==> config.mk <==
export PLATFORM = sky130hd
export DESIGN_NAME = sync_length_crc_frame_receiver_top
export DESIGN_NICKNAME = d
export VERILOG_FILES = /design/src/slcr_pkg.sv /design/src/slcr_crc_byte.sv /design/src/slcr_cfg_regs.sv /design/src/slcr_deframe.sv /design/src/sync_length_crc_frame_receiver_top.sv
export VERILOG_INCLUDE_DIRS = /design/src /design/src/src
export SDC_FILE = /design/constraint.sdc
export NUM_CORES = 1
export LEC_CHECK = 0
export ABC_AREA = 1
export CORE_MARGIN = 8
export CORE_UTILIZATION = 57
export CTS_CLUSTER_DIAMETER = 120
export DETAILED_ROUTE_END_ITERATION = 7
export DONT_BUFFER_PORTS = 1
export GPL_TIMING_DRIVEN = 1
export PLACE_DENSITY = 0.75
export SETUP_SLACK_MARGIN = 0.2
export SYNTH_ARGS = -nofsm -noshare
export SYNTH_HDL_FRONTEND = slang
export SYNTH_SLANG_ARGS = --single-unit
export TNS_END_PERCENT = 100
==> constraint.sdc <==
create_clock -name aclk -period 3.4 [get_ports aclk]
set_input_delay 0.68 -clock aclk [delete_from_list [all_inputs] [get_ports aclk]]
set_output_delay 0.68 -clock aclk [all_outputs]
set_load 0.005 [all_outputs]
==> src/sync_length_crc_frame_receiver_top_macros.svh <==
// Assertion macros for the frame parser module.
// No dependencies; included by slcr_deframe, the file that carries assertions.
`ifndef SYNC_LENGTH_CRC_FRAME_RECEIVER_TOP_MACROS_SVH
`define SYNC_LENGTH_CRC_FRAME_RECEIVER_TOP_MACROS_SVH

// Same-cycle implication, disabled while reset is low.
`define SLCR_ASSERT_IMP(label, clk, rstn, ante, cons) \
    label: assert property (@(posedge clk) disable iff (!rstn) (ante) |-> (cons)) \
        else $error("frame receiver: same-cycle check failed");

// Next-cycle implication, disabled while reset is low.
`define SLCR_ASSERT_NXT(label, clk, rstn, ante, cons) \
    label: assert property (@(posedge clk) disable iff (!rstn) (ante) |=> (cons)) \
        else $error("frame receiver: next-cycle check failed");

`endif

==> src/slcr_pkg.sv <==
// Types and constants of the sync/length/CRC frame receiver.
// No dependencies; imported by every module of the block.
package slcr_pkg;

    // Frame status codes
    typedef enum logic [1:0] {
        ST_GOOD     = 2'd0,
        ST_CRC_ERR  = 2'd1,
        ST_TOO_LONG = 2'd2,
        ST_OVERFLOW = 2'd3
    } slcr_status_t;

    // Configuration register indexes
    localparam logic [1:0] CFG_SYNC_FIRST  = 2'd0;
    localparam logic [1:0] CFG_SYNC_SECOND = 2'd1;
    localparam logic [1:0] CFG_MAX_PAYLOAD = 2'd2;

    // Configuration reset values
    localparam logic [7:0]  SYNC_FIRST_RST  = 8'hAA;
    localparam logic [7:0]  SYNC_SECOND_RST = 8'h55;
    localparam logic [15:0] MAX_PAYLOAD_RST = 16'd1024;

    // CRC-16/CCITT-FALSE
    localparam logic [15:0] CRC_INIT = 16'hFFFF;
    localparam logic [15:0] CRC_POLY = 16'h1021;

    // Frame offsets, sync bytes included
    localparam int POS_HUNT      = 0;
    localparam int POS_SYNC2     = 1;
    localparam int POS_LEN_HI    = 2;
    localparam int POS_LEN_LO    = 3;
    localparam int POS_TYPE      = 4;
    localparam int PAYLOAD_START = 5;

    // Live configuration
    typedef struct packed {
        logic [7:0]  sync_first;
        logic [7:0]  sync_second;
        logic [15:0] max_payload;
    } slcr_cfg_t;

    // One result transaction
    typedef struct packed {
        logic         payload_valid;
        logic [7:0]   payload_byte;
        logic         frame_done;
        slcr_status_t frame_status;
        logic [7:0]   frame_type;
        logic [15:0]  frame_length;
    } slcr_result_t;

endpackage

==> src/slcr_crc_byte.sv <==
// One-byte update of CRC-16/CCITT-FALSE, MSB first, as an XOR network.
// Depends on slcr_pkg for the polynomial.
module slcr_crc_byte
    import slcr_pkg::*;
(
    input  logic [15:0] crc_in,
    input  logic [7:0]  data_in,
    output logic [15:0] crc_out
);

    // Shift eight bits through the polynomial
    always_comb begin
        logic [15:0] c;
        c = crc_in ^ {data_in, 8'h00};
        for (int k = 0; k < 8; k++) begin
            if (c[15]) begin
                c = {c[14:0], 1'b0} ^ CRC_POLY;
            end else begin
                c = {c[14:0], 1'b0};
            end
        end
        crc_out = c;
    end

endmodule

==> src/slcr_cfg_regs.sv <==
// Configuration registers: sync bytes and payload length limit.
// Depends on slcr_pkg for register indexes, reset values and slcr_cfg_t.
module slcr_cfg_regs
    import slcr_pkg::*;
(
    input  logic        aclk,
    input  logic        aresetn,
    input  logic        cfg_valid,
    output logic        cfg_ready,
    input  logic [1:0]  cfg_index,
    input  logic [15:0] cfg_data,
    output slcr_cfg_t   cfg
);

    slcr_cfg_t cfg_reg;
    slcr_cfg_t cfg_next;

    assign cfg_ready = 1'b1;
    assign cfg        = cfg_reg;

    // Decode the write; drop indexes beyond the list
    always_comb begin
        cfg_next = cfg_reg;
        if (cfg_valid) begin
            unique case (cfg_index)
                CFG_SYNC_FIRST:  cfg_next.sync_first  = cfg_data[7:0];
                CFG_SYNC_SECOND: cfg_next.sync_second = cfg_data[7:0];
                CFG_MAX_PAYLOAD: cfg_next.max_payload = cfg_data;
                default:         cfg_next = cfg_reg;
            endcase
        end
    end

    // Hold the registers
    always_ff @(posedge aclk) begin
        if (!aresetn) begin
            cfg_reg.sync_first  <= SYNC_FIRST_RST;
            cfg_reg.sync_second <= SYNC_SECOND_RST;
            cfg_reg.max_payload <= MAX_PAYLOAD_RST;
        end else begin
            cfg_reg <= cfg_next;
        end
    end

endmodule

==> src/slcr_deframe.sv <==
// Frame parser: sync hunt, header, payload, CRC check and result register.
// Depends on slcr_pkg, slcr_crc_byte and the assertion macro header.
`include "sync_length_crc_frame_receiver_top_macros.svh"

module slcr_deframe
    import slcr_pkg::*;
#(
    parameter int BUF_BYTES = 2048
) (
    input  logic         aclk,
    input  logic         aresetn,
    input  slcr_cfg_t    cfg,
    input  logic         s_valid,
    output logic         s_ready,
    input  logic [7:0]   s_in_byte,
    output logic         m_valid,
    input  logic         m_ready,
    output slcr_result_t m_result
);

    localparam int PW   = $clog2(BUF_BYTES + 1);
    localparam int CMPW = (PW > 17) ? PW : 17;

    // Frame state
    logic [PW-1:0] pos_reg, pos_next;
    logic [15:0]   len_reg, len_next;
    logic [7:0]    type_reg, type_next;
    logic [15:0]   crc_reg, crc_next;
    logic [7:0]    crc_hi_reg, crc_hi_next;

    // Result register
    logic          m_valid_reg, m_valid_next;
    slcr_result_t  rslt_reg, rslt_next;

    logic          s_accept;
    logic [15:0]   crc_upd;
    logic [15:0]   len_lo;
    logic [CMPW-1:0] pos_ext;
    logic [CMPW-1:0] pay_end;

    slcr_crc_byte u_crc (
        .crc_in  (crc_reg),
        .data_in (s_in_byte),
        .crc_out (crc_upd)
    );

    assign s_ready  = !m_valid_reg || m_ready;
    assign s_accept = s_valid && s_ready;
    assign m_valid  = m_valid_reg;
    assign m_result = rslt_reg;

    assign len_lo  = {len_reg[15:8], s_in_byte};
    assign pos_ext = CMPW'(pos_reg);
    assign pay_end = CMPW'(len_reg) + CMPW'(PAYLOAD_START);

    // Advance the parser by one byte
    always_comb begin
        logic clear;
        clear       = 1'b0;
        pos_next    = pos_reg;
        len_next    = len_reg;
        type_next   = type_reg;
        crc_next    = crc_reg;
        crc_hi_next = crc_hi_reg;
        rslt_next   = '0;

        if (pos_reg == PW'(POS_HUNT)) begin
            if (s_in_byte == cfg.sync_first) begin
                pos_next = PW'(POS_SYNC2);
            end
        end else if (pos_reg == PW'(POS_SYNC2)) begin
            if (s_in_byte == cfg.sync_second) begin
                pos_next = PW'(POS_LEN_HI);
            end else if (s_in_byte == cfg.sync_first) begin
                pos_next = PW'(POS_SYNC2);
            end else begin
                pos_next = PW'(POS_HUNT);
            end
        end else if (pos_reg >= PW'(BUF_BYTES)) begin
            // Drop the byte: it would run past the buffer
            rslt_next.frame_done   = 1'b1;
            rslt_next.frame_status = ST_OVERFLOW;
            rslt_next.frame_type   = type_reg;
            rslt_next.frame_length = len_reg;
            clear = 1'b1;
        end else begin
            pos_next = PW'(pos_reg + 1'b1);
            if (pos_reg == PW'(POS_LEN_HI)) begin
                len_next = {s_in_byte, 8'h00};
            end else if (pos_reg == PW'(POS_LEN_LO)) begin
                len_next = len_lo;
                if (len_lo > cfg.max_payload) begin
                    rslt_next.frame_done   = 1'b1;
                    rslt_next.frame_status = ST_TOO_LONG;
                    rslt_next.frame_type   = type_reg;
                    rslt_next.frame_length = len_lo;
                    clear = 1'b1;
                end
            end else if (pos_reg == PW'(POS_TYPE)) begin
                type_next = s_in_byte;
                crc_next  = crc_upd;
            end else if (pos_ext < pay_end) begin
                crc_next                = crc_upd;
                rslt_next.payload_valid = 1'b1;
                rslt_next.payload_byte  = s_in_byte;
            end else if (pos_ext == pay_end) begin
                crc_hi_next = s_in_byte;
            end else begin
                rslt_next.frame_done   = 1'b1;
                rslt_next.frame_status = ({crc_hi_reg, s_in_byte} == crc_reg)
                                         ? ST_GOOD : ST_CRC_ERR;
                rslt_next.frame_type   = type_reg;
                rslt_next.frame_length = len_reg;
                clear = 1'b1;
            end
        end

        // Restart the hunt after a done result
        if (clear) begin
            pos_next    = PW'(POS_HUNT);
            len_next    = '0;
            type_next   = '0;
            crc_next    = CRC_INIT;
            crc_hi_next = '0;
        end
    end

    // Hold a result until the downstream side takes it
    always_comb begin
        m_valid_next = m_valid_reg;
        if (s_accept) begin
            m_valid_next = 1'b1;
        end else if (m_ready) begin
            m_valid_next = 1'b0;
        end
    end

    always_ff @(posedge aclk) begin
        if (!aresetn) begin
            pos_reg     <= PW'(POS_HUNT);
            len_reg     <= '0;
            type_reg    <= '0;
            crc_reg     <= CRC_INIT;
            crc_hi_reg  <= '0;
            m_valid_reg <= 1'b0;
        end else begin
            m_valid_reg <= m_valid_next;
            if (s_accept) begin
                pos_reg    <= pos_next;
                len_reg    <= len_next;
                type_reg   <= type_next;
                crc_reg    <= crc_next;
                crc_hi_reg <= crc_hi_next;
            end
        end
    end

    // Result payload needs no reset
    always_ff @(posedge aclk) begin
        if (s_accept) begin
            rslt_reg <= rslt_next;
        end
    end

    `SLCR_ASSERT_IMP(a_pay_not_done, aclk, aresetn,
        m_valid_reg && rslt_reg.payload_valid, !rslt_reg.frame_done)
    `SLCR_ASSERT_IMP(a_idle_fields_zero, aclk, aresetn,
        m_valid_reg && !rslt_reg.frame_done,
        (rslt_reg.frame_status == ST_GOOD) && (rslt_reg.frame_length == 16'd0))
    `SLCR_ASSERT_NXT(a_done_restarts, aclk, aresetn,
        s_accept && rslt_next.frame_done, pos_reg == PW'(POS_HUNT))
    `SLCR_ASSERT_IMP(a_pos_in_buf, aclk, aresetn,
        1'b1, pos_reg <= PW'(BUF_BYTES))

endmodule

==> src/sync_length_crc_frame_receiver_top.sv <==
// Top level of the sync/length/type/payload/CRC-16 frame receiver.
// Depends on slcr_pkg, slcr_cfg_regs and slcr_deframe.
//
// Usage:
//   s_valid/s_ready/s_in_byte carry one received byte per transaction.
//   m_valid/m_ready carry one result per byte: a tentative payload byte
//   (m_payload_valid), a done result with status, type and length on the
//   byte that ends or aborts a frame (m_frame_done), or neither flag. Downstream
//   keeps or drops the payload already taken according to m_frame_status.
//   cfg_valid/cfg_ready/cfg_index/cfg_data write sync_first (0),
//   sync_second (1) and max_payload (2); cfg_ready is always high.
// Timing:
//   Each result is registered and appears in the cycle after its byte is
//   taken. One byte is taken every cycle while m_ready is high; the CRC
//   update is a one-byte XOR network feeding back into the CRC register.
// Reset (aresetn low, synchronous): the parser returns to the sync hunt,
//   the CRC to 0xFFFF, the result register empties and the registers take
//   0xAA, 0x55 and 1024.
// Stall: while a result waits with m_ready low, s_ready drops and input
//   bytes are held off; no result is lost or repeated.
module sync_length_crc_frame_receiver_top
    import slcr_pkg::*;
#(
    parameter int BUF_BYTES = 2048
) (
    input  logic        aclk,
    input  logic        aresetn,
    // Configuration writes
    input  logic        cfg_valid,
    output logic        cfg_ready,
    input  logic [1:0]  cfg_index,
    input  logic [15:0] cfg_data,
    // Received bytes
    input  logic        s_valid,
    output logic        s_ready,
    input  logic [7:0]  s_in_byte,
    // Results
    output logic        m_valid,
    input  logic        m_ready,
    output logic        m_payload_valid,
    output logic [7:0]  m_payload_byte,
    output logic        m_frame_done,
    output logic [1:0]  m_frame_status,
    output logic [7:0]  m_frame_type,
    output logic [15:0] m_frame_length
);

    slcr_cfg_t    cfg;
    slcr_result_t result;

    slcr_cfg_regs u_cfg (
        .aclk      (aclk),
        .aresetn   (aresetn),
        .cfg_valid (cfg_valid),
        .cfg_ready (cfg_ready),
        .cfg_index (cfg_index),
        .cfg_data  (cfg_data),
        .cfg       (cfg)
    );

    slcr_deframe #(
        .BUF_BYTES (BUF_BYTES)
    ) u_deframe (
        .aclk      (aclk),
        .aresetn   (aresetn),
        .cfg       (cfg),
        .s_valid   (s_valid),
        .s_ready   (s_ready),
        .s_in_byte (s_in_byte),
        .m_valid   (m_valid),
        .m_ready   (m_ready),
        .m_result  (result)
    );

    // Break the result out onto its ports
    assign m_payload_valid = result.payload_valid;
    assign m_payload_byte  = result.payload_byte;
    assign m_frame_done    = result.frame_done;
    assign m_frame_status  = result.frame_status;
    assign m_frame_type    = result.frame_type;
    assign m_frame_length  = result.frame_length;

endmodule
Word level (Yosys, flattened, before mapping)
Index checks and enable logic that the tools add are counted.
- flip-flop bits (word level): 129
- input bits: 31
- output and inout bits: 39
- logic and storage cells: 138
- add/subtract/negate cells: 2
- $lt $le $gt $ge: 3
- equality and inequality tests: 19
- multiplexer cells: 65
- bitwise operators: 10
- reductions and logical operators: 23
- operator list (kind ; number):
    $mux W16 ; 13
    $mux W27 ; 6
    $mux W8 ; 17
    $mux W13 ; 8
    $mux W12 ; 6
    $mux W36 ; 1
    $eq A12 B2 Y1 const B ; 2
    $not A3 Y3 ; 8
    $add A16 B3 Y17 const B ; 1
    $eq A12 B17 Y1 ; 1
    $lt A12 B17 Y1 ; 1
    $eq A16 B16 Y1 ; 1
    $eq A8 B8 Y1 ; 2
    $gt A16 B16 Y1 ; 1
    $xor A16 B16 Y16 ; 1
    $ne A2 B2 Y1 const B ; 7
    $reduce_and A7 Y1 ; 2
    $mux W1 ; 13
    $add A12 B1 Y12 const B ; 1
    $eq A12 B1 Y1 const B ; 1
    $eq A12 B3 Y1 const B ; 1
    $ge A12 B12 Y1 const B ; 1
    $logic_not A12 Y1 ; 1
    $reduce_and A5 Y1 ; 2
    other kinds (18) ; 24

Logic depth before layout (Yosys ltp)
- depth after elaboration: 25
- mapped depth: 23
- depth with buffers taken out: 22

Modules after synthesis
A second synthesis with hierarchy kept.
- cell total of the unflattened synthesis: 1049
- area, all modules: 7542.2 µm²
- modules (own cells, without submodules) (module ; times used ; cells each ; area an instance (µm²) ; seq. area each (µm²)):
    slcr_deframe ; 1 ; 742 ; 5745.5 ; 2302.2
    slcr_cfg_regs ; 1 ; 192 ; 1307.5 ; 640.6
    slcr_crc_byte ; 1 ; 115 ; 489.2 ; 0.0

Worst setup path before layout
No wires, ideal clock.
- path kind: flip-flop to flip-flop
- start: register u_deframe.len_reg[0]
- end: register u_deframe.crc_reg[10]
- setup time: 0.134 ns
- data arrival time: 2.580 ns
- required time: 3.266 ns
- slack: 0.687 ns
- cell stages (with the launch flop): 21
- path buffers: 1
- period minus slack after synthesis: 2.713 ns
- cell sequence: dfxtp_1 > ha_1 > nor2_1 > nor2_4 > nand3_2 > nand2_1 > ha_1 > a21o_1 > nor2_1 > nand3_1 > nand2_1 > nand2_1 > nand2_1 > nand2_1 > nand4_2 > nand2_4 > o21ai_4 > nand2_4 > buf_2 > nand3_1 > nand3_1
- longest elaborated chain between the ends: 12
- elaborated cells on any way between the ends: 19
- those cells by class: add/sub (1); order compare (1); eq/ne (6); mux (9); reduce/logical (2)
- ends and longest elaborated chain (item ; RTL line ; source):
    from (decl) ; slcr_deframe.sv:26 ; logic [15:0] len_reg, len_next;
    from (signal assigned) ; slcr_deframe.sv:150 ; len_reg <= len_next;
    $add A16 B3 Y17 (*) ; slcr_deframe.sv:54 ; assign pay_end = CMPW'(len_reg) + CMPW'(PAYLOAD_START);
    parallel branches: the longest is 11 deep, another holds $lt A12 B17 Y1 ; -- ;
    to (signal assigned) ; slcr_deframe.sv:152 ; crc_reg <= crc_next;
    to (decl) ; slcr_deframe.sv:28 ; logic [15:0] crc_reg, crc_next;
Every way passes the cells marked *.
A chain may end at the register's enable or synchronous reset.

Worst setup path after layout
- start: register u_deframe.len_reg[1]
- end: register u_deframe.len_reg[3]
- longest elaborated chain between the ends: 12
- elaborated cells on any way between the ends: 17
- those cells by class: add/sub (1); order compare (1); eq/ne (4); mux (9); reduce/logical (2)
- ends and longest elaborated chain (item ; RTL line ; source):
    $add A16 B3 Y17 (*) ; slcr_deframe.sv:54 ;
    parallel branches: the longest is 2 deep, another holds $lt A12 B17 Y1 ; -- ;
    $mux W1 (*) ; slcr_deframe.sv:102 ; end else if (pos_ext < pay_end) begin
    $mux W1 (*) ; slcr_deframe.sv:99 ; end else if (pos_reg == PW'(POS_TYPE)) begin
    $mux W1 (*) ; slcr_deframe.sv:90 ; end else if (pos_reg == PW'(POS_LEN_LO)) begin
    $mux W1 (*) ; slcr_deframe.sv:88 ; if (pos_reg == PW'(POS_LEN_HI)) begin
    $mux W1 (*) ; slcr_deframe.sv:79 ; end else if (pos_reg >= PW'(BUF_BYTES)) begin
    $mux W1 (*) ; slcr_deframe.sv:71 ; end else if (pos_reg == PW'(POS_SYNC2)) begin
    $mux W1 (*) ; slcr_deframe.sv:67 ; if (pos_reg == PW'(POS_HUNT)) begin
    $ne A2 B2 Y1 (no source line) / $reduce_bool A3 Y1 (equally long branches) ; -- ;
    $reduce_and A5 Y1 (no source line) ; -- ;
Marks and branches as above.

==> out/results.txt <==
Async S/R FF share, synth: 0%
synth warn: 0
design area: 7700 sq um
routed len/inst: 16.9 um
synth top area cells: dfxtp_1 (27%), edfxtp_1 (16%), nand2_1 (9.6%)
first-pass GRT wire length: 28100 um
multiplexer area fraction after synthesis: 0%
io pins: 70
worst hold path class: input pin to flop
routing usage on met1: 29.1%
vias in the first global route: 5371
Synth top area share: 26.8%
Distinct cells, synth: 49
Worst-path clk slew: 0.06 ns
Final nets: 951
max cap viols: 0
most used cell, CP: nand2_4
Crit path required time: 3.67 ns
unrepaired setup endpoints after global routing: false
cts-stage hold buffer count: 0
Period minus WS final: 3.01 ns
drt pass-1 iters: 5
DRT Wirelength: 17700 um
FMAX: 0.332 GHz
Crit path max-delay family: simple AND/OR/NAND/NOR gates
Final Skew: 0.0126 ns
Die X: 126 um
period utilization: 88.6%
EDFF count, synth: 36
Residual DRC: 0
TritonCTS buffer count: 17
grt met3 use: 6.07%
clk_lat worst skew: 0.43 ns
Largest register FFs: 36
Buf+Inv Stages, Crit Path: 1
Synth Register Bits: 129
Syn Nets: 948
slew margin rel.: 35.0%
post-detail-place hpwl: 12800 um
largest net degree at the start of global routing: 62
core footprint: 12000 sq um
WS Path Type: flop to flop
commonest non-fill, non-tap cell in the layout: nand2_1
Clock Tree Buf Depth: 2
Placer Congestion: 0.960
die area: 16000 sq um
Avg Inst Size Synth: 7.85 sq um
post-synthesis xor/xnor area fraction: 6.82%
setup_tns: 0 ns
overflow left after global routing: 0
num rows: 40
CTS tree: done
synthesized-area fraction occupied by adder cells: 5.95%
IO buf count: 0
post-route non-filler standard cell count: 1047
DR iter-0 viols: 443
Lkg Pwr: 3.15 nW
DP Cell Count: 1008
worst slew pin tran: 0.975 ns
Power, Total: 5.57 mW
Critical Path Start Type: flop
DR vias: 5907
commonest non-fill, non-tap cells in the layout: nand2_1 (177), inv_1 (96), dfxtp_1 (93)
CTS sink count: 129
Root Buffer: clkbuf_16
status: complete, no violations
GR Util All Layers: 22.4%
register area share after synthesis: 42.4%
peak supply drop: 0.607 mV
Post-DP Area: 7040 sq um
initial antenna violation count: 0
crit path max fanout: 16
post-route ant nets: 0
CP Capture Type: flop
Arrival @ worst endpoint: 3.28 ns
n_diodes: 0
GRT busiest layer: met2
Vias/cell: 5.64
fill cell count: 1035
pwr/cell area: 723 nW/um^2
Simple-Gate Fraction of Synth Area: 25.6%
fin util: 64.4%
Synth area leader: dfxtp_1
starting density of the core: 58.0%
max-slew violation count: 0
CP max stage cell: dfxtp_1
CP max stage delay: 0.39 ns
dominant synthesized flop cell: dfxtp_1
Synth Area in Compound Gates: 11.6%
Area Overhead vs Synth: 11.0%
H-tree levels: 4
Final Setup Violations: 0
final hold violations: 0
die height: 126 um
layout cells sized above 1: 10.7%
grt met2 use: 34.1%
Post-Syn Area: 6940 sq um
crit path cell chain: ha_2, nor2_2, nor2_4, nand3_2, o21ai_0, o21ai_0, ha_1, nand2_1, nor2_1, nand3_1, inv_1, nor2_2, nand4_2, nand2_4, nand2_4, nand2_2, nand2_4, nand3_1, a21oi_1
largest family of logic cells by synthesized area: simple AND/OR/NAND/NOR gates
Cells after Synth: 884
[report_power, final]
group          switching (mW)  internal [mW]
combinational            1.13          0.661
sequential              0.208           1.82
clock                   0.750          0.996
[final timing paths]
check	from	cells past startpoint	endpoint	slack, ns
max	u_deframe.len_reg[1]	19	u_deframe.len_reg[3]	0.39
max reg2reg	u_deframe.len_reg[1]	19	u_deframe.len_reg[3]	0.39
min reg2reg	u_cfg.cfg[3]	2	u_cfg.cfg[3]	0.46
min	aresetn	1	u_cfg.cfg[16]	0.33
[logic make-up after synthesis]
kind of cell | after synthesis
compound gates | 146
buf+inv | 133
xor+xnor | 54
other cells | 1
simple gates | 388
fa+ha+maj | 33
flops | 129
[routing by layer]
metal  wire length [um]  share of wire, %
met5                  0                 0
met4                471               2.7
met3               1220               6.9
met2               7910                45
met1               8080                46
[synth_stat cells, types with 3 or more instances]
cell type and n:
a21oi_1 70, buf_2 3, buf_4 3, clkbuf_1 22
dfxtp_1 93, edfxtp_1 36, ha_1 33, inv_1 96
inv_2 6, nand2_1 178, nand2_2 4, nand2_4 4
nand3_1 69, nand3_2 6, nand3b_1 3, nand4_1 13
nor2_1 78, nor2_2 4, nor3_1 8, nor4_1 3
o21ai_0 53, o22ai_1 7, or2_2 9, xnor2_1 39
xor2_1 15
[area by class of cell]
type,count,area [sq um],area share [%]
sequential,129,2940,38.2
timing repair buffer,14,105,1.37
inverter,103,387,5.02
clock inverter,14,119,1.54
clock buffer,18,450,5.85
multi-input combinational,622,3510,45.6
tap,147,184,2.39
[metrics by stage]
step                setup slack, ns  hold WS, ns
global placement              0.440        0.443
detailed placement            0.346        0.450
CTS                           0.284        0.328
global route                  0.203        0.329
floorplan                     0.687        0.433
finish                        0.389        0.333
[timing repair]
item	4_1_cts	5_1_grt
gates resized for setup	0	11
endpoints found under the hold margin	0	0
setup buffers	0	7
endpoints found under the setup margin	0	54
No activity file was read; power rests on OpenSTA's default activity.
